$ cat src/sv/spectrum_bar_gravity_falloff_assert.svh
// Assertion macros for the spectrum bar meter.
`ifndef SPECTRUM_BAR_GRAVITY_FALLOFF_ASSERT_SVH
`define SPECTRUM_BAR_GRAVITY_FALLOFF_ASSERT_SVH
`ifndef SYNTH
`define SBGF_ASSERT(label, clk, rst, prop, msg) \
   label: assert property (@(posedge clk) disable iff (rst) prop) \
      else $error(msg);
`define SBGF_NEVER(label, clk, rst, cond, msg) \
   label: assert property (@(posedge clk) disable iff (rst) !(cond)) \
      else $error(msg);
`else
`define SBGF_ASSERT(label, clk, rst, prop, msg)
`define SBGF_NEVER(label, clk, rst, cond, msg)
`endif
`endif

$ cat src/sv/sbgf_pkg.sv
// Shared constants and types of the spectrum bar meter.
`timescale 1ns / 1ps
package sbgf_pkg;

   localparam int BAR_COUNT = 32;
   localparam int SLOT_W    = $clog2(BAR_COUNT);
   localparam int HALF_BARS = BAR_COUNT / 2;
   localparam int LAST_BAR  = BAR_COUNT - 1;

   localparam int IDX_W    = 5;
   localparam int BIN_W    = 24;
   localparam int HEIGHT_W = 25;
   localparam int SPEED_W  = 16;
   localparam int CNT_W    = 6;

   // pair sum, weighted accumulator, quotient and tripled value
   localparam int PAIR_W   = BIN_W + 1;
   localparam int PROD_W   = PAIR_W + 15;
   localparam int ACC_W    = PROD_W + 1;
   localparam int FRAC_W   = 16;
   localparam int QUOT_W   = ACC_W - FRAC_W;
   localparam int VAL_W    = QUOT_W + 2;

   // Q16 weights; the centre weight is a shift by CENTER_SHIFT
   localparam int CENTER_SHIFT = 15;
   localparam logic signed [15:0] W_ONE = 16'sd9830;
   localparam logic signed [15:0] W_TWO = 16'sd6554;

   localparam logic ACT_FRAME = 1'b0;
   localparam logic ACT_TICK  = 1'b1;

   typedef struct packed {
      logic             action;
      logic [IDX_W-1:0] bar_index;
   } item_ctl_type;

endpackage

$ cat src/sv/sbgf_weigh.sv
// Two-stage weighted sum of the five bins, truncated and tripled.
`timescale 1ns / 1ps
module sbgf_weigh (
   input  logic                                  clock,
   input  logic                                  reset,
   input  logic                                  in_valid,
   output logic                                  in_ready,
   input  sbgf_pkg::item_ctl_type                in_ctl,
   input  logic signed [sbgf_pkg::BIN_W-1:0]     bin_center,
   input  logic signed [sbgf_pkg::BIN_W-1:0]     bin_minus_one,
   input  logic signed [sbgf_pkg::BIN_W-1:0]     bin_plus_one,
   input  logic signed [sbgf_pkg::BIN_W-1:0]     bin_minus_two,
   input  logic signed [sbgf_pkg::BIN_W-1:0]     bin_plus_two,
   output logic                                  out_valid,
   input  logic                                  out_ready,
   output sbgf_pkg::item_ctl_type                out_ctl,
   output logic signed [sbgf_pkg::VAL_W-1:0]     out_value
);
   import sbgf_pkg::*;

   logic signed [PAIR_W-1:0] pair_one;
   logic signed [PAIR_W-1:0] pair_two;
   logic signed [PROD_W-1:0] prod_one;
   logic signed [PROD_W-1:0] prod_two;
   logic signed [ACC_W-1:0]  acc_in;
   logic signed [ACC_W-1:0]  acc_ff;
   item_ctl_type             acc_ctl_ff;
   logic                     acc_valid_ff;
   logic                     acc_valid_in;
   logic                     acc_ready;

   logic signed [QUOT_W-1:0] quot;
   logic signed [VAL_W-1:0]  val_in;
   logic signed [VAL_W-1:0]  val_ff;
   item_ctl_type             val_ctl_ff;
   logic                     val_valid_ff;
   logic                     val_valid_in;

   assign acc_ready = !val_valid_ff || out_ready;
   assign in_ready  = !acc_valid_ff || acc_ready;

   always_comb begin
      pair_one = PAIR_W'(bin_minus_one) + PAIR_W'(bin_plus_one);
      pair_two = PAIR_W'(bin_minus_two) + PAIR_W'(bin_plus_two);
      prod_one = PROD_W'(pair_one) * PROD_W'(W_ONE);
      prod_two = PROD_W'(pair_two) * PROD_W'(W_TWO);
      acc_in   = (ACC_W'(bin_center) <<< CENTER_SHIFT) + ACC_W'(prod_one) + ACC_W'(prod_two);
   end

   // truncate toward zero: floor, then step up for a negative value with a fraction
   always_comb begin
      quot = QUOT_W'(acc_ff >>> FRAC_W);
      if (acc_ff[ACC_W-1] && (acc_ff[FRAC_W-1:0] != '0)) begin
         quot = quot + QUOT_W'(1);
      end
      val_in = VAL_W'(quot) + (VAL_W'(quot) <<< 1);
   end

   always_comb begin
      acc_valid_in = acc_valid_ff;
      if (in_valid && in_ready) begin
         acc_valid_in = 1'b1;
      end else if (acc_ready) begin
         acc_valid_in = 1'b0;
      end
      val_valid_in = val_valid_ff;
      if (acc_valid_ff && acc_ready) begin
         val_valid_in = 1'b1;
      end else if (out_ready) begin
         val_valid_in = 1'b0;
      end
   end

   always_ff @(posedge clock) begin
      if (reset) begin
         acc_valid_ff <= 1'b0;
         val_valid_ff <= 1'b0;
      end else begin
         acc_valid_ff <= acc_valid_in;
         val_valid_ff <= val_valid_in;
      end
   end

   always_ff @(posedge clock) begin
      if (in_valid && in_ready) begin
         acc_ff     <= acc_in;
         acc_ctl_ff <= in_ctl;
      end
      if (acc_valid_ff && acc_ready) begin
         val_ff     <= val_in;
         val_ctl_ff <= acc_ctl_ff;
      end
   end

   assign out_valid = val_valid_ff;
   assign out_ctl   = val_ctl_ff;
   assign out_value = val_ff;

endmodule

$ cat src/sv/sbgf_update.sv
// Per-bar height and fall speed store with read-modify-write and result register.
`timescale 1ns / 1ps
`include "spectrum_bar_gravity_falloff_assert.svh"
module sbgf_update (
   input  logic                                  clock,
   input  logic                                  reset,
   input  logic                                  in_valid,
   output logic                                  in_ready,
   input  sbgf_pkg::item_ctl_type                in_ctl,
   input  logic signed [sbgf_pkg::VAL_W-1:0]     in_value,
   output logic                                  rsp_valid,
   input  logic                                  rsp_ready,
   output logic [sbgf_pkg::HEIGHT_W-1:0]         rsp_bar_height,
   output logic [sbgf_pkg::IDX_W-1:0]            rsp_display_slot,
   output logic                                  rsp_bar_settled,
   output logic                                  rsp_all_settled
);
   import sbgf_pkg::*;

   // display slot of the bar that closes a pass
   localparam logic [IDX_W-1:0] LAST_SLOT = IDX_W'((LAST_BAR + HALF_BARS) % BAR_COUNT);

   logic [HEIGHT_W-1:0] heights_ff [BAR_COUNT];
   logic [SPEED_W-1:0]  speeds_ff  [BAR_COUNT];
   logic [CNT_W-1:0]    count_ff;
   logic [CNT_W-1:0]    count_in;

   logic                rsp_valid_ff;
   logic                rsp_valid_in;
   logic [HEIGHT_W-1:0] rsp_bar_height_ff;
   logic [IDX_W-1:0]    rsp_display_slot_ff;
   logic                rsp_bar_settled_ff;
   logic                rsp_all_settled_ff;

   logic                take;
   logic                in_range;
   logic [SLOT_W-1:0]   bar_slot;
   logic [HEIGHT_W-1:0] h_cur;
   logic [SPEED_W-1:0]  s_cur;
   logic [SPEED_W-1:0]  s_bump;
   logic                rises;
   logic                falls_out;
   logic [HEIGHT_W-1:0] h_new;
   logic [SPEED_W-1:0]  s_new;
   logic                settled;
   logic                all_set;
   logic [IDX_W:0]      slot_sum;
   logic [IDX_W-1:0]    slot;

   assign in_ready = !rsp_valid_ff || rsp_ready;
   assign take     = in_valid && in_ready;
   assign in_range = ({1'b0, in_ctl.bar_index} < (IDX_W + 1)'(BAR_COUNT));
   assign bar_slot = SLOT_W'(in_ctl.bar_index);

   assign h_cur     = heights_ff[bar_slot];
   assign s_cur     = speeds_ff[bar_slot];
   assign s_bump    = (s_cur == '1) ? s_cur : s_cur + SPEED_W'(1);
   assign rises     = (in_value >= $signed({2'b00, h_cur}));
   assign falls_out = (HEIGHT_W'(s_bump) >= h_cur);

   always_comb begin
      h_new = h_cur;
      s_new = s_cur;
      if (in_ctl.action == ACT_FRAME) begin
         if (rises) begin
            h_new = in_value[HEIGHT_W-1:0];
            s_new = '0;
         end else begin
            // a frame that falls to zero keeps its bumped speed instead of clearing it
            s_new = s_bump;
            h_new = falls_out ? '0 : h_cur - HEIGHT_W'(s_bump);
         end
      end else if (h_cur != '0) begin
         if (falls_out) begin
            h_new = '0;
            s_new = '0;
         end else begin
            h_new = h_cur - HEIGHT_W'(s_bump);
            s_new = s_bump;
         end
      end
   end

   always_comb begin
      settled  = (in_ctl.action == ACT_TICK) && (h_new == '0);
      all_set  = 1'b0;
      count_in = count_ff;
      if (in_ctl.action == ACT_FRAME) begin
         count_in = '0;
      end else if (in_ctl.bar_index == IDX_W'(LAST_BAR)) begin
         all_set  = ((CNT_W + 1)'(count_ff) + (CNT_W + 1)'(settled)) == (CNT_W + 1)'(BAR_COUNT);
         count_in = '0;
      end else if (settled && (count_ff != '1)) begin
         count_in = count_ff + CNT_W'(1);
      end
   end

   // mirrored slot; the sum stays below twice the bar count
   always_comb begin
      slot_sum = (IDX_W + 1)'(in_ctl.bar_index) + (IDX_W + 1)'(HALF_BARS);
      if (slot_sum >= (IDX_W + 1)'(BAR_COUNT)) begin
         slot_sum = slot_sum - (IDX_W + 1)'(BAR_COUNT);
      end
      slot = IDX_W'(slot_sum);
   end

   always_comb begin
      rsp_valid_in = rsp_valid_ff;
      if (take && in_range) begin
         rsp_valid_in = 1'b1;
      end else if (rsp_ready) begin
         rsp_valid_in = 1'b0;
      end
   end

   always_ff @(posedge clock) begin
      if (reset) begin
         heights_ff   <= '{default: '0};
         speeds_ff    <= '{default: '0};
         count_ff     <= '0;
         rsp_valid_ff <= 1'b0;
      end else begin
         rsp_valid_ff <= rsp_valid_in;
         if (take && in_range) begin
            heights_ff[bar_slot] <= h_new;
            speeds_ff[bar_slot]  <= s_new;
            count_ff             <= count_in;
         end
      end
   end

   always_ff @(posedge clock) begin
      if (take && in_range) begin
         rsp_bar_height_ff   <= h_new;
         rsp_display_slot_ff <= slot;
         rsp_bar_settled_ff  <= settled;
         rsp_all_settled_ff  <= all_set;
      end
   end

   assign rsp_valid        = rsp_valid_ff;
   assign rsp_bar_height   = rsp_bar_height_ff;
   assign rsp_display_slot = rsp_display_slot_ff;
   assign rsp_bar_settled  = rsp_bar_settled_ff;
   assign rsp_all_settled  = rsp_all_settled_ff;

   `SBGF_NEVER(settled_has_height, clock, reset, rsp_valid_ff && rsp_bar_settled_ff && (rsp_bar_height_ff != '0), "settled bar with nonzero height")
   `SBGF_NEVER(all_off_last_bar, clock, reset, rsp_valid_ff && rsp_all_settled_ff && (rsp_display_slot_ff != LAST_SLOT), "all settled away from the last bar")
   `SBGF_ASSERT(frame_clears_count, clock, reset, take && in_range && (in_ctl.action == ACT_FRAME) |=> (count_ff == '0), "frame did not clear settled count")
   `SBGF_ASSERT(store_matches_word, clock, reset, take && in_range |=> (heights_ff[$past(bar_slot)] == rsp_bar_height_ff), "stored height differs from result word")

endmodule

$ cat src/sv/spectrum_bar_gravity_falloff.sv
// Top level of the peak-hold spectrum bar meter with gravity falloff.
//
//   channel | direction | handshake            | payload
//   req     | in        | req_valid/req_ready  | action, bar index, five bins
//   rsp     | out       | rsp_valid/rsp_ready  | height, display slot, settled flags
//
// One word per clock sustained while the result side is ready; a taken request passes
// through the input register, accumulator stage, value stage and result register.
// The bar store is read and written in the single result stage, so back-to-back
// words to one bar see each other's update. Synchronous reset clears all bar
// heights, speeds and the settled count at once. Each stage holds while the next is
// full and stalled; empty stages fill behind a stalled result.
`timescale 1ns / 1ps
module spectrum_bar_gravity_falloff (
   input  logic                                  clock,
   input  logic                                  reset,
   input  logic                                  req_valid,
   output logic                                  req_ready,
   input  logic                                  req_action,
   input  logic [sbgf_pkg::IDX_W-1:0]            req_bar_index,
   input  logic signed [sbgf_pkg::BIN_W-1:0]     req_bin_center,
   input  logic signed [sbgf_pkg::BIN_W-1:0]     req_bin_minus_one,
   input  logic signed [sbgf_pkg::BIN_W-1:0]     req_bin_plus_one,
   input  logic signed [sbgf_pkg::BIN_W-1:0]     req_bin_minus_two,
   input  logic signed [sbgf_pkg::BIN_W-1:0]     req_bin_plus_two,
   output logic                                  rsp_valid,
   input  logic                                  rsp_ready,
   output logic [sbgf_pkg::HEIGHT_W-1:0]         rsp_bar_height,
   output logic [sbgf_pkg::IDX_W-1:0]            rsp_display_slot,
   output logic                                  rsp_bar_settled,
   output logic                                  rsp_all_settled
);
   import sbgf_pkg::*;

   logic                    in_valid_ff;
   logic                    in_valid_in;
   item_ctl_type            in_ctl_ff;
   logic signed [BIN_W-1:0] center_ff;
   logic signed [BIN_W-1:0] minus_one_ff;
   logic signed [BIN_W-1:0] plus_one_ff;
   logic signed [BIN_W-1:0] minus_two_ff;
   logic signed [BIN_W-1:0] plus_two_ff;

   logic                    weigh_ready;
   logic                    val_valid;
   logic                    upd_ready;
   item_ctl_type            val_ctl;
   logic signed [VAL_W-1:0] val_value;

   assign req_ready = !in_valid_ff || weigh_ready;

   always_comb begin
      in_valid_in = in_valid_ff;
      if (req_valid && req_ready) begin
         in_valid_in = 1'b1;
      end else if (weigh_ready) begin
         in_valid_in = 1'b0;
      end
   end

   always_ff @(posedge clock) begin
      if (reset) begin
         in_valid_ff <= 1'b0;
      end else begin
         in_valid_ff <= in_valid_in;
      end
   end

   always_ff @(posedge clock) begin
      if (req_valid && req_ready) begin
         in_ctl_ff.action    <= req_action;
         in_ctl_ff.bar_index <= req_bar_index;
         center_ff           <= req_bin_center;
         minus_one_ff        <= req_bin_minus_one;
         plus_one_ff         <= req_bin_plus_one;
         minus_two_ff        <= req_bin_minus_two;
         plus_two_ff         <= req_bin_plus_two;
      end
   end

   sbgf_weigh u_weigh (
      .clock         (clock),
      .reset         (reset),
      .in_valid      (in_valid_ff),
      .in_ready      (weigh_ready),
      .in_ctl        (in_ctl_ff),
      .bin_center    (center_ff),
      .bin_minus_one (minus_one_ff),
      .bin_plus_one  (plus_one_ff),
      .bin_minus_two (minus_two_ff),
      .bin_plus_two  (plus_two_ff),
      .out_valid     (val_valid),
      .out_ready     (upd_ready),
      .out_ctl       (val_ctl),
      .out_value     (val_value)
   );

   sbgf_update u_update (
      .clock            (clock),
      .reset            (reset),
      .in_valid         (val_valid),
      .in_ready         (upd_ready),
      .in_ctl           (val_ctl),
      .in_value         (val_value),
      .rsp_valid        (rsp_valid),
      .rsp_ready        (rsp_ready),
      .rsp_bar_height   (rsp_bar_height),
      .rsp_display_slot (rsp_display_slot),
      .rsp_bar_settled  (rsp_bar_settled),
      .rsp_all_settled  (rsp_all_settled)
   );

endmodule
$ cat config.mk
export PLATFORM = sky130hd
export DESIGN_NAME = spectrum_bar_gravity_falloff
export DESIGN_NICKNAME = d
export VERILOG_FILES = /design/src/sv/sbgf_pkg.sv /design/src/sv/sbgf_weigh.sv /design/src/sv/sbgf_update.sv /design/src/sv/spectrum_bar_gravity_falloff.sv
export VERILOG_INCLUDE_DIRS = /design/src /design/src/sv
export SDC_FILE = /design/constraint.sdc
export NUM_CORES = 2
export LEC_CHECK = 0
export ABC_AREA = 1
export BUFFER_PORTS_ARGS = -buffer_cell sky130_fd_sc_hd__buf_2
export CELL_PAD_IN_SITES_DETAIL_PLACEMENT = 0
export CELL_PAD_IN_SITES_GLOBAL_PLACEMENT = 2
export CORE_UTILIZATION = 34
export DETAILED_ROUTE_END_ITERATION = 12
export GPL_TIMING_DRIVEN = 1
export PLACE_DENSITY = 0.81
export SLEW_MARGIN = 5
export SYNTH_ARGS = -nofsm -noshare
export SYNTH_HDL_FRONTEND = slang
export SYNTH_HIERARCHICAL = 1
export SYNTH_SLANG_ARGS = --single-unit
$ cat constraint.sdc
create_clock -name clock -period 9.16 [get_ports clock]
set_input_delay 2.29 -clock clock [delete_from_list [all_inputs] [get_ports clock]]
set_output_delay 2.29 -clock clock [all_outputs]
set_load 0.1 [all_outputs]
## Yosys cells after proc, flatten, opt, wreduce, memory -nomap -nowiden

Cells that the tools add are included.

- Register bits after elaboration: 1560
- Latch bits: 0
- RAM bits: 0
- ROM bits: 0
- Input bits: 130
- Output and inout bits: 34
- Word-level logic and storage cells: 170
- Memories: 0

- Add/subtract/negate cells: 12
- Multiply operators: 2
- Divide/modulo/power cells: 0
- $lt $le $gt $ge: 5
- Equal/unequal tests: 5
- Shift-type cells: 0
- Multiplexer cells: 34
- Bitwise logic cells: 1
- Reduce and logical (&&, ||, !) cells: 25

Operators with widths:

| cell | count |
|---|---|
| $bwmux 800 | 1 |
| $bwmux 512 | 1 |
| $mux 25 | 8 |
| $mux 16 | 8 |
| $bmux 25 s5 | 1 |
| $demux 25 s5 | 1 |
| $bmux 16 s5 | 1 |
| $demux 16 s5 | 1 |
| $add 24x24->25 | 2 |
| $add 39x40->41 | 1 |
| $add 41x39->41 | 1 |
| $mul 25x14->39 const B | 1 |
| $mul 25x13->38 const B | 1 |
| $add 25x26->27 | 1 |
| $ge 27x26->1 | 1 |
| $add 25x2->25 const B | 1 |
| $ge 16x25->1 | 1 |
| $logic_not 25->1 | 1 |
| $reduce_bool 25->1 | 1 |
| $sub 25x16->25 | 1 |
| $mux 6 | 3 |
| $add 16x1->16 const B | 1 |
| $eq 16x16->1 const B | 1 |
| $reduce_bool 16->1 | 1 |
| 18 further kinds | 43 |

## Logic depth before layout (Yosys ltp)

- Depth after elaboration: 16
- Depth in mapped cells: 49
- Gate-level depth less buffers: 46

## Cells and area by module

The synthesis kept the hierarchy.

Modules (own cells, without submodules):

| module | instances | cells each | area an instance (um^2) | seq. area each (um^2) |
|---|---|---|---|---|
| sbgf_update | 1 | 10024 | 66417.4 | 27366.2 |
| sbgf_weigh | 1 | 2745 | 22168.8 | 2412.3 |
| spectrum_bar_gravity_falloff | 1 | 132 | 3831.2 | 3803.6 |

## Worst setup path after synthesis

Ideal clock, no wire load.

- Path type: in2reg
- Start point: in rsp_ready
- End point: reg center_ff[0], enable pin
- Setup time: 0.652 ns
- Arrival: 8.694 ns
- Data required time: 8.508 ns
- Path slack: -0.186 ns
- Stages: 6
- Path buffers: 0
- Cell sequence: inv_1 > nand2_1 > inv_1 > nand3_1 > inv_2 > a21oi_1

- Word-level cells in the longest chain between the ends: 5

Ends and longest elaborated chain:

| item | RTL line | RTL |
|---|---|---|
| from (decl) | spectrum_bar_gravity_falloff.sv:27 | `input logic rsp_ready,` |
| $logic_or 1x1->1 | sbgf_update.sv:50 | `assign in_ready = !rsp_valid_ff \|\| rsp_ready;` |
| via upd_ready | spectrum_bar_gravity_falloff.sv:46 | `logic upd_ready;` |
| $logic_or 1x1->1 | sbgf_weigh.sv:39 | `assign acc_ready = !val_valid_ff \|\| out_ready;` |
| $logic_or 1x1->1 | sbgf_weigh.sv:40 | `assign in_ready = !acc_valid_ff \|\| acc_ready;` |
| via weigh_ready | spectrum_bar_gravity_falloff.sv:44 | `logic weigh_ready;` |
| $logic_or 1x1->1 | spectrum_bar_gravity_falloff.sv:50 | `assign req_ready = !in_valid_ff \|\| weigh_ready;` |
| $logic_and 1x1->1 | spectrum_bar_gravity_falloff.sv:70 | `if (req_valid && req_ready) begin` |
| to (signal assigned) | spectrum_bar_gravity_falloff.sv:73 | `center_ff <= req_bin_center;` |
| to (decl) | spectrum_bar_gravity_falloff.sv:38 | `logic signed [BIN_W-1:0] center_ff;` |

The timed path passes the listed nets, and every way through them passes these cells.
A chain may end at the register's enable or synchronous reset.

## Final worst setup path

- Start point: reg minus_one_ff[2]
- End point: reg u_weigh.acc_ff[36] (data pin)

- Word-level cells in the longest chain between the ends: 4

Ends and longest elaborated chain:

| item | RTL line | RTL |
|---|---|---|
| from (decl) | spectrum_bar_gravity_falloff.sv:39 | `logic signed [BIN_W-1:0] minus_one_ff;` |
| from (signal assigned) | spectrum_bar_gravity_falloff.sv:74 | `minus_one_ff <= req_bin_minus_one;` |
| $add 24x24->25 | sbgf_weigh.sv:43 | `pair_one = PAIR_W'(bin_minus_one) + PAIR_W'(bin_plus_one);` |
| $mul 25x14->39 | sbgf_weigh.sv:45 | `prod_one = PROD_W'(pair_one) * PROD_W'(W_ONE);` |
| $add 39x40->41 | sbgf_weigh.sv:47 | `acc_in = (ACC_W'(bin_center) <<< CENTER_SHIFT) + ACC_W'(prod_one) + ACC_W'(prod_two);` |
| $add 41x39->41 | sbgf_weigh.sv:47 |  |
| via u_weigh.acc_in[36] | sbgf_weigh.sv:25 | `logic signed [ACC_W-1:0] acc_in;` |
| to (signal assigned) | sbgf_weigh.sv:86 | `acc_ff <= acc_in;` |
| to (decl) | sbgf_weigh.sv:26 | `logic signed [ACC_W-1:0] acc_ff;` |

The timed path passes the listed nets, and every way through them passes these cells.

==> flow_summary.ini <==
[run_status]
status = finished clean

[logic_synthesis]
yosysSeqAreaShare_pct = 36.3
synthFlopType = dfxtp_1
synthCells = 12900
synth_nets = 13700
synth_edf_count = 237
ys_async_sr_fraction_pct = 0
yosysWarnings = 6
synthesis.area_um2 = 92400
syn_area_per_cell_um2 = 7.16
ys_ff_latch = 1559
synth.distinct_cells = 64

[floorplanning]
dieArea_um2 = 274000
core_um2 = 271000
io_pins = 164
start_util_pct = 34.2
die_y_um = 523
core.rowCount = 191
die_x_um = 523

[clocking]
clk_path_buf_depth = 4
clk_latency_ns = 0.88
clkTransAtPathRegs_ns = 0.06
htreeDepth = 4
numCtsBuffers = 195
hold_buffers = 0
cts.sinks = 1559
cts_tree = built
cts-root-buf = clkbuf_16

[global_route]
grt_max_degree = 213
grtUsageTotal_pct = 23.0
grt_pass1_wl_um = 480000
grt_overflow = 0
grt_pass1_vias = 75900
grt_antenna_before_repair = 9

[detailed_routing]
drt_wl_total_um = 322000
route.vias.total = 80400
drc = 0
via_per_inst = 4.88
ant_nets = 0
drt_iter0_markers = 6042
drtPass1Iterations = 6
wl_per_cell_um = 19.6

[critical_path]
critPathKind = flop to flop
crit_arrival_ns = 9.51
critPathMaxStageDelay_ns = 0.52
cp_data_required_time_ns = 9.79
cp-start-kind = flop
crit_path_end_kind = flop
critPathSlowestCell = fa_1
critPathMaxFanout = 6

[run]
drv_cap = 0

[layout]
drive_gt1_share_pct = 6.92
fin_area_um2 = 103000
fill_cells = 28400
layout_common_cells = 3325 x inv_1, 1673 x o21ai_0, 1608 x nand2_1, 1567 x a21oi_1, 1322 x dfxtp_1
area_growth_pct = 11.6
final_nets = 13600
fin_cells = 16500
mostFrequentLayoutCell = inv_1

[place]
place_congestion = 0.913
dpl.cell_count = 16100
place.port_buffers = 163
dpl_cell_area_um2 = 96800
hpwlAfterDp_um = 204000

[timing]
tightest_slew_ns = 1.28
final_max_slew_viol_count = 0
finalClockSkew_ns = 0.0520
setup_violations = 0
post-route-min-period_ns = 8.89
min_period_over_period_pct = 97.0
hold_viol = 0
fmax_ghz = 0.112
finalSetupTns_ns = 0
relSlewSlack_pct = 14.7
rsz0062_at_grt = yes

[min_path]
hp-class = flop to flop
-- registers in the layout, summed over array words and instances (netlist names), 24 cells and up --
| register | flops |
|---|---|
| center_ff | 24 |
| minus_one_ff | 24 |
| minus_two_ff | 24 |
| plus_one_ff | 24 |
| plus_two_ff | 24 |
| u_update/heights_ff | 800 |
| u_update/rsp_bar_height | 25 |
| u_update/speeds_ff | 512 |
| u_weigh/acc_ff | 40 |
| u_weigh/out_value | 27 |
-- cell type report --
| cell class | instances | area [um2] | area share (%) |
|---|---|---|---|
| Timing Repair Buffer | 399 | 2850 | 2.76 |
| Multi-Input combinational cell | 7252 | 43500 | 42.2 |
| Sequential cell | 1559 | 33600 | 32.6 |
| Tap cell | 3570 | 4470 | 4.33 |
| Clock buffer | 294 | 5690 | 5.51 |
| Antenna cell | 5 | 12.5 | 0.0121 |
| Inverter | 3343 | 12600 | 12.2 |
| Clock inverter | 50 | 419 | 0.406 |
-- worst max-delay path: cells and delay by family, from the launching register on --
kind	cells	cell delay, ns
XOR/XNOR	3	0.95
adder cells (fa/ha/maj)	9	3.84
buffers and inverters	8	0.95
flip-flops	1	0.36
AO/OA/AOI/OAI	11	2.08
AND/OR/NAND/NOR	5	0.48
-- per-layer routing --
metal  routed length [um]  up-vias  global-route usage, %
met5                   23        -                      0
met4                10000        4                   6.96
met3                14400      486                   2.48
met2               155000     1796                   40.1
met1               143000    37900                   29.8
li1                     -    40200                      -
-- cells in the mapped netlist, drive strengths merged, types with 21 or more instances --
master,number,share of area [%]
o22ai,400,2.7
dfxtp,1322,29
inv,3343,14
nand4,60,0.42
a21o,21,0.17
xnor2,97,0.93
nand3,157,0.91
ha,414,5.6
fa,260,5.6
nand2,1684,7.0
a21oi,1580,8.6
edfxtp,237,7.7
xor2,128,1.2
clkbuf,567,2.3
nor2,454,1.9
nor3,48,0.37
a31oi,21,0.14
o21ai,1794,9.8
buf,180,1.3
-- metrics by stage --
stage	utilization, %	hold WS, ns	setup WS [ns]
floorplan	-	0.400	1.08
global placement	35.8	0.407	-0.0954
CTS	38.0	0.425	0.0756
finish	38.1	0.421	0.271
detailed placement	35.8	0.409	-0.0722
global route	38.1	0.425	-0.0297
-- cells by family after synthesis --
group	after synthesis	synth area share [%]
flops	1559	36.3
simple gates	2446	11.0
fa+ha+maj	674	11.2
xor+xnor	225	2.16
buf+inv	4090	17.1
compound gates	3907	22.1
-- final timing paths --
check        slack, ns  cells after the start                       startpoint                           end
min reg2reg       0.42                      0  u_weigh/acc_ctl_ff[5]$_DFFE_PP_  u_weigh/out_ctl[5]$_DFFE_PP_
max               0.27                     36        minus_one_ff[2]$_DFFE_PP_  u_weigh/acc_ff[36]$_DFFE_PP_
min               0.42                      0  u_weigh/acc_ctl_ff[5]$_DFFE_PP_  u_weigh/out_ctl[5]$_DFFE_PP_
max reg2reg       0.27                     36        minus_one_ff[2]$_DFFE_PP_  u_weigh/acc_ff[36]$_DFFE_PP_
-- timing repair --
action	CTS	global route
endpoints found under the setup margin	2	16
buffers inserted	0	3
resized for setup	1	41
pin swaps	0	8
Power is not shown: default switching activity piles up to over one toggle a cycle in this logic, so the estimate is an artifact.
